--- src/rtl/fdma_pkg.sv ---
// Package for the fall detector: widths, window length, codes and the
// command bundle passed from the controller to the datapath.
// No dependencies; every other file of the block uses it.
package fdma_pkg;

    localparam int ACCEL_W     = 16;
    localparam int MAG_W       = 16;
    localparam int THRESH_W    = 16;
    localparam int STATE_W     = 2;
    localparam int WINDOW_LEN  = 16;
    localparam int WIN_LOG2    = $clog2(WINDOW_LEN);
    localparam int PTR_W       = (WIN_LOG2 > 0) ? WIN_LOG2 : 1;
    localparam int SUM_W       = MAG_W + WIN_LOG2;
    localparam int SQ_W        = 2 * ACCEL_W;
    localparam int REM_W       = MAG_W + 1;
    localparam int ROOT_STEPS  = SQ_W / 2;
    localparam int SQ_STEPS    = 4;
    localparam int CNT_W       = $clog2(ROOT_STEPS);
    localparam int CFG_INDEX_W = 1;

    localparam logic [STATE_W-1:0] MODE_IDLE     = 2'd0;
    localparam logic [STATE_W-1:0] MODE_PRE_FALL = 2'd1;
    localparam logic [STATE_W-1:0] MODE_FALL     = 2'd2;

    localparam logic [CFG_INDEX_W-1:0] REG_LOW_THRESHOLD  = 1'b0;
    localparam logic [CFG_INDEX_W-1:0] REG_HIGH_THRESHOLD = 1'b1;

    localparam logic [1:0] AXIS_X = 2'd0;
    localparam logic [1:0] AXIS_Y = 2'd1;
    localparam logic [1:0] AXIS_Z = 2'd2;

    typedef struct packed {
        logic       load;
        logic       mul_en;
        logic       acc_en;
        logic [1:0] axis_sel;
        logic       root_init;
        logic       root_step;
        logic       update;
        logic       finish;
    } fdma_cmd_t;

endpackage

--- src/rtl/fdma_sample_if.sv ---
// Request channel carrying one three-axis acceleration sample.
// Depends on fdma_pkg for the field widths.
interface fdma_sample_if;
    logic                                valid;
    logic                                ready;
    logic signed [fdma_pkg::ACCEL_W-1:0] accel_x;
    logic signed [fdma_pkg::ACCEL_W-1:0] accel_y;
    logic signed [fdma_pkg::ACCEL_W-1:0] accel_z;
    logic                                interval_elapsed;

    modport source (output valid, output accel_x, output accel_y, output accel_z,
                    output interval_elapsed, input ready);
    modport sink (input valid, input accel_x, input accel_y, input accel_z,
                  input interval_elapsed, output ready);
endinterface

--- src/rtl/fdma_result_if.sv ---
// Request channel carrying the detector state and the moving average.
// Depends on fdma_pkg for the field widths.
interface fdma_result_if;
    logic                          valid;
    logic                          ready;
    logic [fdma_pkg::STATE_W-1:0]  detector_state;
    logic [fdma_pkg::MAG_W-1:0]    average_magnitude;

    modport source (output valid, output detector_state, output average_magnitude,
                    input ready);
    modport sink (input valid, input detector_state, input average_magnitude,
                  output ready);
endinterface

--- src/rtl/fdma_ctrl.sv ---
// Controller for the fall detector: sequences squaring, square root,
// window update and decision, and owns the request handshakes. Uses fdma_pkg.
module fdma_ctrl (
    input  logic                clk,
    input  logic                rst_n,
    input  logic                in_valid,
    output logic                in_ready,
    output logic                out_valid,
    input  logic                out_ready,
    output fdma_pkg::fdma_cmd_t cmd
);
    import fdma_pkg::*;

    localparam logic [2:0] S_IDLE  = 3'd0;
    localparam logic [2:0] S_SQ    = 3'd1;
    localparam logic [2:0] S_RINIT = 3'd2;
    localparam logic [2:0] S_ROOT  = 3'd3;
    localparam logic [2:0] S_UPD   = 3'd4;
    localparam logic [2:0] S_DEC   = 3'd5;

    localparam logic [CNT_W-1:0] SQ_LAST   = CNT_W'(SQ_STEPS - 1);
    localparam logic [CNT_W-1:0] ROOT_LAST = CNT_W'(ROOT_STEPS - 1);

    logic [2:0]       state_reg, state_next;
    logic [CNT_W-1:0] cnt_reg, cnt_next;
    logic             out_valid_reg, out_valid_next;
    logic             slot_free;

    assign slot_free = !out_valid_reg || out_ready;
    assign in_ready  = (state_reg == S_IDLE);
    assign out_valid = out_valid_reg;

    always_comb
    begin
        state_next     = state_reg;
        cnt_next       = cnt_reg;
        out_valid_next = out_valid_reg && !out_ready;
        cmd            = '0;
        case (state_reg)
            S_IDLE:
            begin
                if (in_valid)
                begin
                    cmd.load   = 1'b1;
                    cnt_next   = '0;
                    state_next = S_SQ;
                end
            end
            S_SQ:
            begin
                cmd.axis_sel = cnt_reg[1:0];
                cmd.mul_en   = (cnt_reg != SQ_LAST);
                cmd.acc_en   = (cnt_reg != '0);
                cnt_next     = cnt_reg + 1'b1;
                if (cnt_reg == SQ_LAST)
                begin
                    state_next = S_RINIT;
                end
            end
            S_RINIT:
            begin
                cmd.root_init = 1'b1;
                cnt_next      = '0;
                state_next    = S_ROOT;
            end
            S_ROOT:
            begin
                cmd.root_step = 1'b1;
                cnt_next      = cnt_reg + 1'b1;
                if (cnt_reg == ROOT_LAST)
                begin
                    state_next = S_UPD;
                end
            end
            S_UPD:
            begin
                cmd.update = 1'b1;
                state_next = S_DEC;
            end
            S_DEC:
            begin
                if (slot_free)
                begin
                    cmd.finish     = 1'b1;
                    out_valid_next = 1'b1;
                    state_next     = S_IDLE;
                end
            end
            default:
            begin
                state_next = S_IDLE;
            end
        endcase
    end

    always_ff @(posedge clk or negedge rst_n)
    begin
        if (!rst_n)
        begin
            state_reg     <= S_IDLE;
            cnt_reg       <= '0;
            out_valid_reg <= 1'b0;
        end
        else
        begin
            state_reg     <= state_next;
            cnt_reg       <= cnt_next;
            out_valid_reg <= out_valid_next;
        end
    end

endmodule

--- src/rtl/fdma_datapath.sv ---
// Datapath of the fall detector: squarer, bit-serial square root, magnitude
// ring with running sum, threshold registers and the detector state.
// Uses fdma_pkg; driven by fdma_ctrl commands.
module fdma_datapath (
    input  logic                                clk,
    input  logic                                rst_n,
    input  fdma_pkg::fdma_cmd_t                 cmd,
    input  logic signed [fdma_pkg::ACCEL_W-1:0] accel_x,
    input  logic signed [fdma_pkg::ACCEL_W-1:0] accel_y,
    input  logic signed [fdma_pkg::ACCEL_W-1:0] accel_z,
    input  logic                                interval_elapsed,
    input  logic                                cfg_write_en,
    input  logic [fdma_pkg::CFG_INDEX_W-1:0]    cfg_index,
    input  logic [fdma_pkg::THRESH_W-1:0]       cfg_data,
    output logic [fdma_pkg::STATE_W-1:0]        detector_state,
    output logic [fdma_pkg::MAG_W-1:0]          average_magnitude
);
    import fdma_pkg::*;

    localparam logic [PTR_W-1:0] PTR_LAST = PTR_W'(WINDOW_LEN - 1);

    logic signed [ACCEL_W-1:0] ax_reg, ay_reg, az_reg;
    logic                      elapsed_reg;
    logic signed [ACCEL_W-1:0] operand;
    logic signed [SQ_W-1:0]    product;
    logic [SQ_W-1:0]           product_reg;
    logic [SQ_W-1:0]           acc_reg;
    logic [SQ_W-1:0]           val_reg;
    logic [REM_W-1:0]          rem_reg;
    logic [MAG_W-1:0]          root_reg;
    logic [REM_W+1:0]          rem_shift;
    logic [REM_W+1:0]          trial;
    logic [REM_W+1:0]          rem_diff;

    logic [MAG_W-1:0]          ring_reg [WINDOW_LEN];
    logic [PTR_W-1:0]          ptr_reg;
    logic [SUM_W-1:0]          sum_reg;
    logic [SUM_W-1:0]          sum_next;
    logic [STATE_W-1:0]        mode_reg;
    logic [STATE_W-1:0]        mode_next;
    logic [THRESH_W-1:0]       low_thr_reg;
    logic [THRESH_W-1:0]       high_thr_reg;
    logic [MAG_W-1:0]          avg;
    logic [STATE_W-1:0]        out_state_reg;
    logic [MAG_W-1:0]          out_avg_reg;

    always_comb
    begin
        case (cmd.axis_sel)
            AXIS_X:  operand = ax_reg;
            AXIS_Y:  operand = ay_reg;
            AXIS_Z:  operand = az_reg;
            default: operand = az_reg;
        endcase
    end

    assign product   = operand * operand;
    assign rem_shift = {rem_reg, val_reg[SQ_W-1 -: 2]};
    assign trial     = {1'b0, root_reg, 2'b01};
    assign rem_diff  = rem_shift - trial;

    assign sum_next = sum_reg - SUM_W'(ring_reg[ptr_reg]) + SUM_W'(root_reg);
    assign avg      = MAG_W'(sum_reg >> WIN_LOG2);

    // The rules apply in order, so one sample may pass through several states.
    always_comb
    begin
        logic [STATE_W-1:0] m;
        m = mode_reg;
        if (m == MODE_IDLE && avg < low_thr_reg)
        begin
            m = MODE_PRE_FALL;
        end
        if (m == MODE_PRE_FALL)
        begin
            if (avg > high_thr_reg)
            begin
                m = MODE_FALL;
            end
            else if (elapsed_reg)
            begin
                m = MODE_IDLE;
            end
        end
        if (m == MODE_FALL && elapsed_reg)
        begin
            m = MODE_IDLE;
        end
        mode_next = m;
    end

    always_ff @(posedge clk)
    begin
        if (cmd.load)
        begin
            ax_reg      <= accel_x;
            ay_reg      <= accel_y;
            az_reg      <= accel_z;
            elapsed_reg <= interval_elapsed;
            acc_reg     <= '0;
        end
        else if (cmd.acc_en)
        begin
            acc_reg <= acc_reg + product_reg;
        end
        if (cmd.mul_en)
        begin
            product_reg <= product;
        end
        if (cmd.root_init)
        begin
            val_reg  <= acc_reg;
            rem_reg  <= '0;
            root_reg <= '0;
        end
        else if (cmd.root_step)
        begin
            val_reg <= {val_reg[SQ_W-3:0], 2'b00};
            if (rem_shift >= trial)
            begin
                rem_reg  <= rem_diff[REM_W-1:0];
                root_reg <= {root_reg[MAG_W-2:0], 1'b1};
            end
            else
            begin
                rem_reg  <= rem_shift[REM_W-1:0];
                root_reg <= {root_reg[MAG_W-2:0], 1'b0};
            end
        end
        if (cmd.finish)
        begin
            out_state_reg <= mode_next;
            out_avg_reg   <= avg;
        end
    end

    always_ff @(posedge clk or negedge rst_n)
    begin
        if (!rst_n)
        begin
            for (int i = 0; i < WINDOW_LEN; i++)
            begin
                ring_reg[i] <= '0;
            end
            ptr_reg      <= '0;
            sum_reg      <= '0;
            mode_reg     <= MODE_IDLE;
            low_thr_reg  <= THRESH_W'(2048);
            high_thr_reg <= THRESH_W'(10240);
        end
        else
        begin
            if (cmd.update)
            begin
                ring_reg[ptr_reg] <= root_reg;
                sum_reg           <= sum_next;
                ptr_reg           <= (ptr_reg == PTR_LAST) ? '0 : ptr_reg + 1'b1;
            end
            if (cmd.finish)
            begin
                mode_reg <= mode_next;
            end
            if (cfg_write_en)
            begin
                case (cfg_index)
                    REG_LOW_THRESHOLD:  low_thr_reg  <= cfg_data;
                    REG_HIGH_THRESHOLD: high_thr_reg <= cfg_data;
                    default:            ;
                endcase
            end
        end
    end

    assign detector_state    = out_state_reg;
    assign average_magnitude = out_avg_reg;

endmodule

--- src/rtl/fall_detect_magnitude_average.sv ---
// Fall detector top level: joins the controller and the datapath to the
// request channels and the threshold write port. Uses fdma_pkg and both interfaces.
//
// Each accepted sample yields one result: the detector state after the sample
// and the moving average of the last 16 acceleration magnitudes. The three axes
// are squared in turn on the single 16x16 squarer and summed, the root is
// started, sixteen one-bit steps form the square root, the magnitude window is
// updated and the state rules are applied, waiting while the result register is
// still full. A new sample is accepted the cycle after the result is loaded, and
// not while one is being worked on; the result register holds one finished
// result while the next sample is being worked on.
module fall_detect_magnitude_average (
    input  logic                                 clk,
    input  logic                                 rst_n,
    fdma_sample_if.sink                          sample,
    fdma_result_if.source                        result,
    input  logic                                 cfg_write_en,
    input  logic [fdma_pkg::CFG_INDEX_W-1:0]     cfg_index,
    input  logic [fdma_pkg::THRESH_W-1:0]        cfg_data
);
    import fdma_pkg::*;

    fdma_cmd_t cmd;

    fdma_ctrl u_ctrl (
        .clk       (clk),
        .rst_n     (rst_n),
        .in_valid  (sample.valid),
        .in_ready  (sample.ready),
        .out_valid (result.valid),
        .out_ready (result.ready),
        .cmd       (cmd)
    );

    fdma_datapath u_datapath (
        .clk               (clk),
        .rst_n             (rst_n),
        .cmd               (cmd),
        .accel_x           (sample.accel_x),
        .accel_y           (sample.accel_y),
        .accel_z           (sample.accel_z),
        .interval_elapsed  (sample.interval_elapsed),
        .cfg_write_en      (cfg_write_en),
        .cfg_index         (cfg_index),
        .cfg_data          (cfg_data),
        .detector_state    (result.detector_state),
        .average_magnitude (result.average_magnitude)
    );

endmodule

--- src/flat_wrapper.sv ---
// flat-port wrapper written by rule: the top's interface ports become plain ports
module fall_detect_magnitude_average_flat import fdma_pkg::*;
  (clk, rst_n, cfg_write_en, cfg_index, cfg_data, sample_valid, sample_accel_x, sample_accel_y, sample_accel_z, sample_interval_elapsed, sample_ready, result_valid, result_detector_state, result_average_magnitude, result_ready);
  fdma_sample_if sample_i ();
  fdma_result_if result_i ();
  input  logic clk;
  input  logic rst_n;
  input  logic cfg_write_en;
  input  logic [fdma_pkg::CFG_INDEX_W-1:0] cfg_index;
  input  logic [fdma_pkg::THRESH_W-1:0] cfg_data;
  input wire logic [$bits(sample_i.valid)-1:0] sample_valid;
  input wire logic [$bits(sample_i.accel_x)-1:0] sample_accel_x;
  input wire logic [$bits(sample_i.accel_y)-1:0] sample_accel_y;
  input wire logic [$bits(sample_i.accel_z)-1:0] sample_accel_z;
  input wire logic [$bits(sample_i.interval_elapsed)-1:0] sample_interval_elapsed;
  output wire logic [$bits(sample_i.ready)-1:0] sample_ready;
  output wire logic [$bits(result_i.valid)-1:0] result_valid;
  output wire logic [$bits(result_i.detector_state)-1:0] result_detector_state;
  output wire logic [$bits(result_i.average_magnitude)-1:0] result_average_magnitude;
  input wire logic [$bits(result_i.ready)-1:0] result_ready;
  assign sample_i.valid = sample_valid;
  assign sample_i.accel_x = sample_accel_x;
  assign sample_i.accel_y = sample_accel_y;
  assign sample_i.accel_z = sample_accel_z;
  assign sample_i.interval_elapsed = sample_interval_elapsed;
  assign sample_ready = sample_i.ready;
  assign result_valid = result_i.valid;
  assign result_detector_state = result_i.detector_state;
  assign result_average_magnitude = result_i.average_magnitude;
  assign result_i.ready = result_ready;
  fall_detect_magnitude_average u_core (.clk(clk), .rst_n(rst_n), .sample(sample_i), .result(result_i), .cfg_write_en(cfg_write_en), .cfg_index(cfg_index), .cfg_data(cfg_data));
endmodule
--- config.mk ---
export PLATFORM = sky130hd
export DESIGN_NAME = fall_detect_magnitude_average_flat
export DESIGN_NICKNAME = d
export VERILOG_FILES = /design/src/rtl/fdma_pkg.sv /design/src/rtl/fdma_sample_if.sv /design/src/rtl/fdma_result_if.sv /design/src/rtl/fdma_ctrl.sv /design/src/rtl/fdma_datapath.sv /design/src/rtl/fall_detect_magnitude_average.sv /design/src/flat_wrapper.sv
export SDC_FILE = /design/constraint.sdc
export NUM_CORES = 2
export LEC_CHECK = 0
export BUFFER_PORTS_ARGS = -buffer_cell sky130_fd_sc_hd__buf_2
export CORE_MARGIN = 5
export CORE_UTILIZATION = 30
export CTS_CLUSTER_SIZE = 30
export DETAILED_ROUTE_END_ITERATION = 12
export HOLD_SLACK_MARGIN = 0.08
export PLACE_DENSITY = 0.52
export SLEW_MARGIN = 25
export SYNTH_ARGS = -nofsm -noshare
export SYNTH_HDL_FRONTEND = slang
export SYNTH_HIERARCHICAL = 1
export SYNTH_SLANG_ARGS = --single-unit
--- constraint.sdc ---
create_clock -name clk -period 7.3 [get_ports clk]
set_input_delay 0.73 -clock clk [delete_from_list [all_inputs] [get_ports clk]]
set_output_delay 0.73 -clock clk [all_outputs]
set_load 0.01 [all_outputs]
==> impl_results.rst <==
.. list-table::
   :header-rows: 1

   * - Metric
     - Value
   * - CTS tree
     - built
   * - Largest net degree at the start of global routing
     - 170
   * - Leading post-synthesis cells by cell area
     - sky130_fd_sc_hd__dfrtp_1, sky130_fd_sc_hd__fa_1, sky130_fd_sc_hd__edfxtp_1
   * - Highest net fanout along the worst path
     - 8
   * - Crit path from
     - u_core/u_ctrl/state_reg[2]
   * - Fraction of final layout cells with drive strength greater than 1
     - 20.2%
   * - Part of the Yosys area used for sequential elements
     - roughly 39%
   * - Final Hold Violating Endpoints
     - 0
   * - Die boundary width
     - roughly 350 µm
   * - Net count of the mapped netlist
     - 3,660
   * - Xor and xnor fraction of the mapped netlist area
     - 2.62%
   * - Number of synthesized flops with an enable pin
     - 130
   * - Total of fill cells in the finished design
     - ~11k
   * - First-pass GRT wire length
     - 128 mm
   * - Placed cell count
     - between 4k and 5k
   * - DR pass1 iterations
     - 5
   * - Synth area leader
     - sky130_fd_sc_hd__dfrtp_1
   * - Largest incremental delay on the critical path
     - between 500 and 600 ps
   * - Average vias per placed instance
     - between 4 and 5
   * - Area share of the leading cell type in the synthesized netlist
     - 23.6%
   * - Count of mapped cells out of synthesis
     - 3,143
   * - Max FFs per register
     - 256
   * - Total length of routed wires
     - a little under 80 mm
   * - Highest attainable clock frequency
     - 141 MHz
   * - Number of warning messages in the yosys log
     - 6
   * - Worst slew slack as a fraction of its limit
     - 33.1%
   * - M3 GR Usage
     - 2.07%
   * - Number of buffers added by the clock tree synthesis step
     - 57
   * - Most numerous cell on the critical path
     - sky130_fd_sc_hd__fa_1
   * - Effective utilization at floorplan
     - 30.1%
   * - Net total in the final layout
     - a little under 4k
   * - Highest-utilization routing layer at the global route stage
     - met2
   * - Main combinational cell family by area after synthesis
     - adder cells
   * - H-Tree Level Count
     - 2
   * - Final antenna-violating net count
     - 0
   * - Detailed-route via count
     - 22.1k
   * - Max Cap Viol
     - 0
   * - Die Y
     - 346 µm
   * - DRT iter0 DRCs
     - 1,027
   * - R2r setup slk
     - between 150 and 200 ps
   * - Detailed placement HPWL
     - ~58 mm
   * - Fraction of the mapped netlist area in compound gates
     - approximately a tenth
   * - Layout area overhead
     - 16.8%
   * - Count of boundary I/O pins
     - 91
   * - Setup crit start kind
     - flip-flop
   * - Diode count
     - 0
   * - Met2 usage
     - between 20% and 30%
   * - Later-pin clock latency in the skew report
     - 640 ps
   * - Vias in the first global route
     - 23.1k
   * - Non-filler cells in the finished layout
     - between 4k and 5k
   * - Share of synthesized cell area in full adder, half adder and majority cells
     - between 20% and 30%
   * - Result of the run
     - complete, no violations
   * - Arrival time reported for the critical path endpoint
     - roughly 7500 ps
   * - Required time of the critical path
     - 7660 ps
   * - Capturing element type of the critical path
     - flip-flop
   * - Worst R2R Path Depth
     - 30
   * - Average size of a mapped cell
     - 10.8 µm²
   * - Met1 track demand over resource in global routing
     - 17.3%
   * - Basic-gate share of the synthesized area counting and, or, nand and nor cells
     - 8.53%
   * - Port Buffer Count
     - 90
   * - Critical R2R Launch
     - u_core/u_ctrl/state_reg[2]
   * - Number of pins exceeding their max-slew limit in the final report
     - 0
   * - Number of unique standard cell types used by synthesis
     - 80
   * - Share of cell area taken by muxes after synthesis
     - 11.3%
   * - Clock Path Buffers
     - 3
   * - Flop and latch count out of synthesis
     - 517
   * - Final weighted congestion in routability-driven placement
     - 0.841
   * - Clk sinks
     - 517
   * - Post-layout worst setup margin
     - 194 ps
   * - Worst setup path class
     - reg2reg
   * - Clock transition at the register clock pins on the worst setup and hold paths after CTS
     - approximately 60 ps
   * - Final setup viols
     - 0
   * - Worst setup slack before clock tree synthesis
     - -71.1 ps
   * - Unrepaired setup endpoints after global routing
     - true
   * - Area of the mapped netlist
     - 0.0338 mm²
   * - Main flop type after synthesis
     - sky130_fd_sc_hd__dfrtp_1
   * - DRC errors left
     - 0
   * - WL per Instance
     - between 15 and 20 µm
   * - Worst-path cell with the longest stage delay
     - sky130_fd_sc_hd__fa_1
   * - Capturing point of the worst reg2reg path
     - u_core/u_datapath/product_reg[31]
   * - FFs w/ async S/R, synth
     - 62.3%
   * - Final Skew
     - 46.4 ps
   * - Global routing usage summed across all routing layers
     - 13.0%
   * - Core area
     - between 0.1 and 0.15 mm²
   * - Pin slew with the least headroom to its limit
     - 1000 ps
   * - Die Area
     - 0.120 mm²
   * - Worst hold path type
     - in2async
   * - Num rows
     - around 120
   * - Share of the clock period used by the worst path after layout
     - 97.3%
   * - Overall overflow remaining after global route
     - 0
   * - Antenna violations before repair
     - 1
   * - Clock Tree Root
     - sky130_fd_sc_hd__clkbuf_16
   * - Time the final worst path needs with I/O delays and setup
     - ~7100 ps
   * - CP Capture Point
     - u_core/u_datapath/product_reg[31]
-- cells by family after synthesis --
kind of cell | after synthesis
DFF | 517
adders and majority gates | 446
muxes | 268
and+or+nand+nor | 684
AOI/OAI and AO/OA | 537
xor gates and xnor gates | 101
buffers and inverters | 590
-- cells in the mapped netlist, types with 75 or more instances --
library cell / n
sky130_fd_sc_hd__fa_1: 249
sky130_fd_sc_hd__mux4_2: 80
sky130_fd_sc_hd__dfrtp_1: 319
sky130_fd_sc_hd__nor2_1: 186
sky130_fd_sc_hd__o21ai_0: 270
sky130_fd_sc_hd__nand2_1: 360
sky130_fd_sc_hd__mux2i_1: 75
sky130_fd_sc_hd__clkbuf_1: 112
sky130_fd_sc_hd__inv_1: 449
sky130_fd_sc_hd__ha_1: 197
sky130_fd_sc_hd__edfxtp_1: 130
sky130_fd_sc_hd__mux2_2: 112
-- worst min path at each step --
| stage | end | slack (ps) | from |
|---|---|---|---|
| final | u_core/u_datapath/high_thr_reg[1] | 100 | rst_n |
| after global routing | u_core/u_datapath/high_thr_reg[1] | 150 | rst_n |
| after CTS | u_core/u_datapath/high_thr_reg[1] | 120 | rst_n |
| after detailed placement | u_core/u_datapath/ring_reg[4] | 470 | u_core/u_datapath/ring_reg[4] |
| after global placement | u_core/u_datapath/ring_reg[7] | 460 | u_core/u_datapath/ring_reg[7] |
| after floorplan | u_core/u_ctrl/cnt_reg[0] | 430 | rst_n |
-- layout make-up --
type	count	area, µm²	share of cell area [%]
Clock inverter	27	339	0.859
Tap cell	1500	1880	4.75
Clock buffer	81	1620	4.10
Timing Repair Buffer	263	1860	4.71
Multi-Input combinational cell	2036	18800	47.6
Sequential cell	517	13300	33.6
Inverter	455	1720	4.37
-- worst max-delay path, delay by kind of cell (launching register included) --
kind / cells / cell delay (ps)
AO/OA/AOI/OAI: 7 / 1570
XOR/XNOR: 1 / 80
adder cells (fa/ha/maj): 7 / 3300
buffers and inverters: 10 / 990
flip-flops: 1 / 390
multiplexers: 1 / 80
AND/OR/NAND/NOR: 4 / 420
-- placed cells by master, fill, tap and decap left out, drive strengths merged, types with 80 or more instances in the layout --
master / netlist / final
buf: 23 / 263
edfxtp: 130 / 130
nor2: 187 / 187
nand2: 360 / 360
clkbuf: 112 / 81
mux2: 113 / 113
ha: 197 / 197
dfrtp: 319 / 319
mux4: 80 / 80
inv: 449 / 452
fa: 249 / 249
o21ai: 280 / 280
-- per-layer routing --
metal  wire length (µm)  vias up
met1              36000    10800
met2              37400      344
met3               2840       94
met5                  0        -
met4               1800        0
li1                   -    10900
-- through the flow --
stage | utilization [%] | hold WS, ps | area [µm²] | TNS [ps]
after CTS | 34.8 | 118 | 39000 | 0
after floorplan | - | 434 | 33900 | 0
after global placement | 32.9 | 456 | 36900 | -0.254
final | 35.2 | 97.0 | 39500 | 0
after detailed placement | 32.9 | 466 | 36900 | -207
after global routing | 35.2 | 146 | 39500 | -110
-- timing repair --
item                                    in CTS  in global routing
endpoints found under the setup margin       7                 13
pin swaps                                   11                 47
buffers inserted                             6                 14
gates resized for setup                     22                104
hold buffers                                 0                  0
gates cloned                                 1                  0
Power is not shown: default switching activity piles up to over one toggle a cycle in this logic, so the estimate is an artifact.
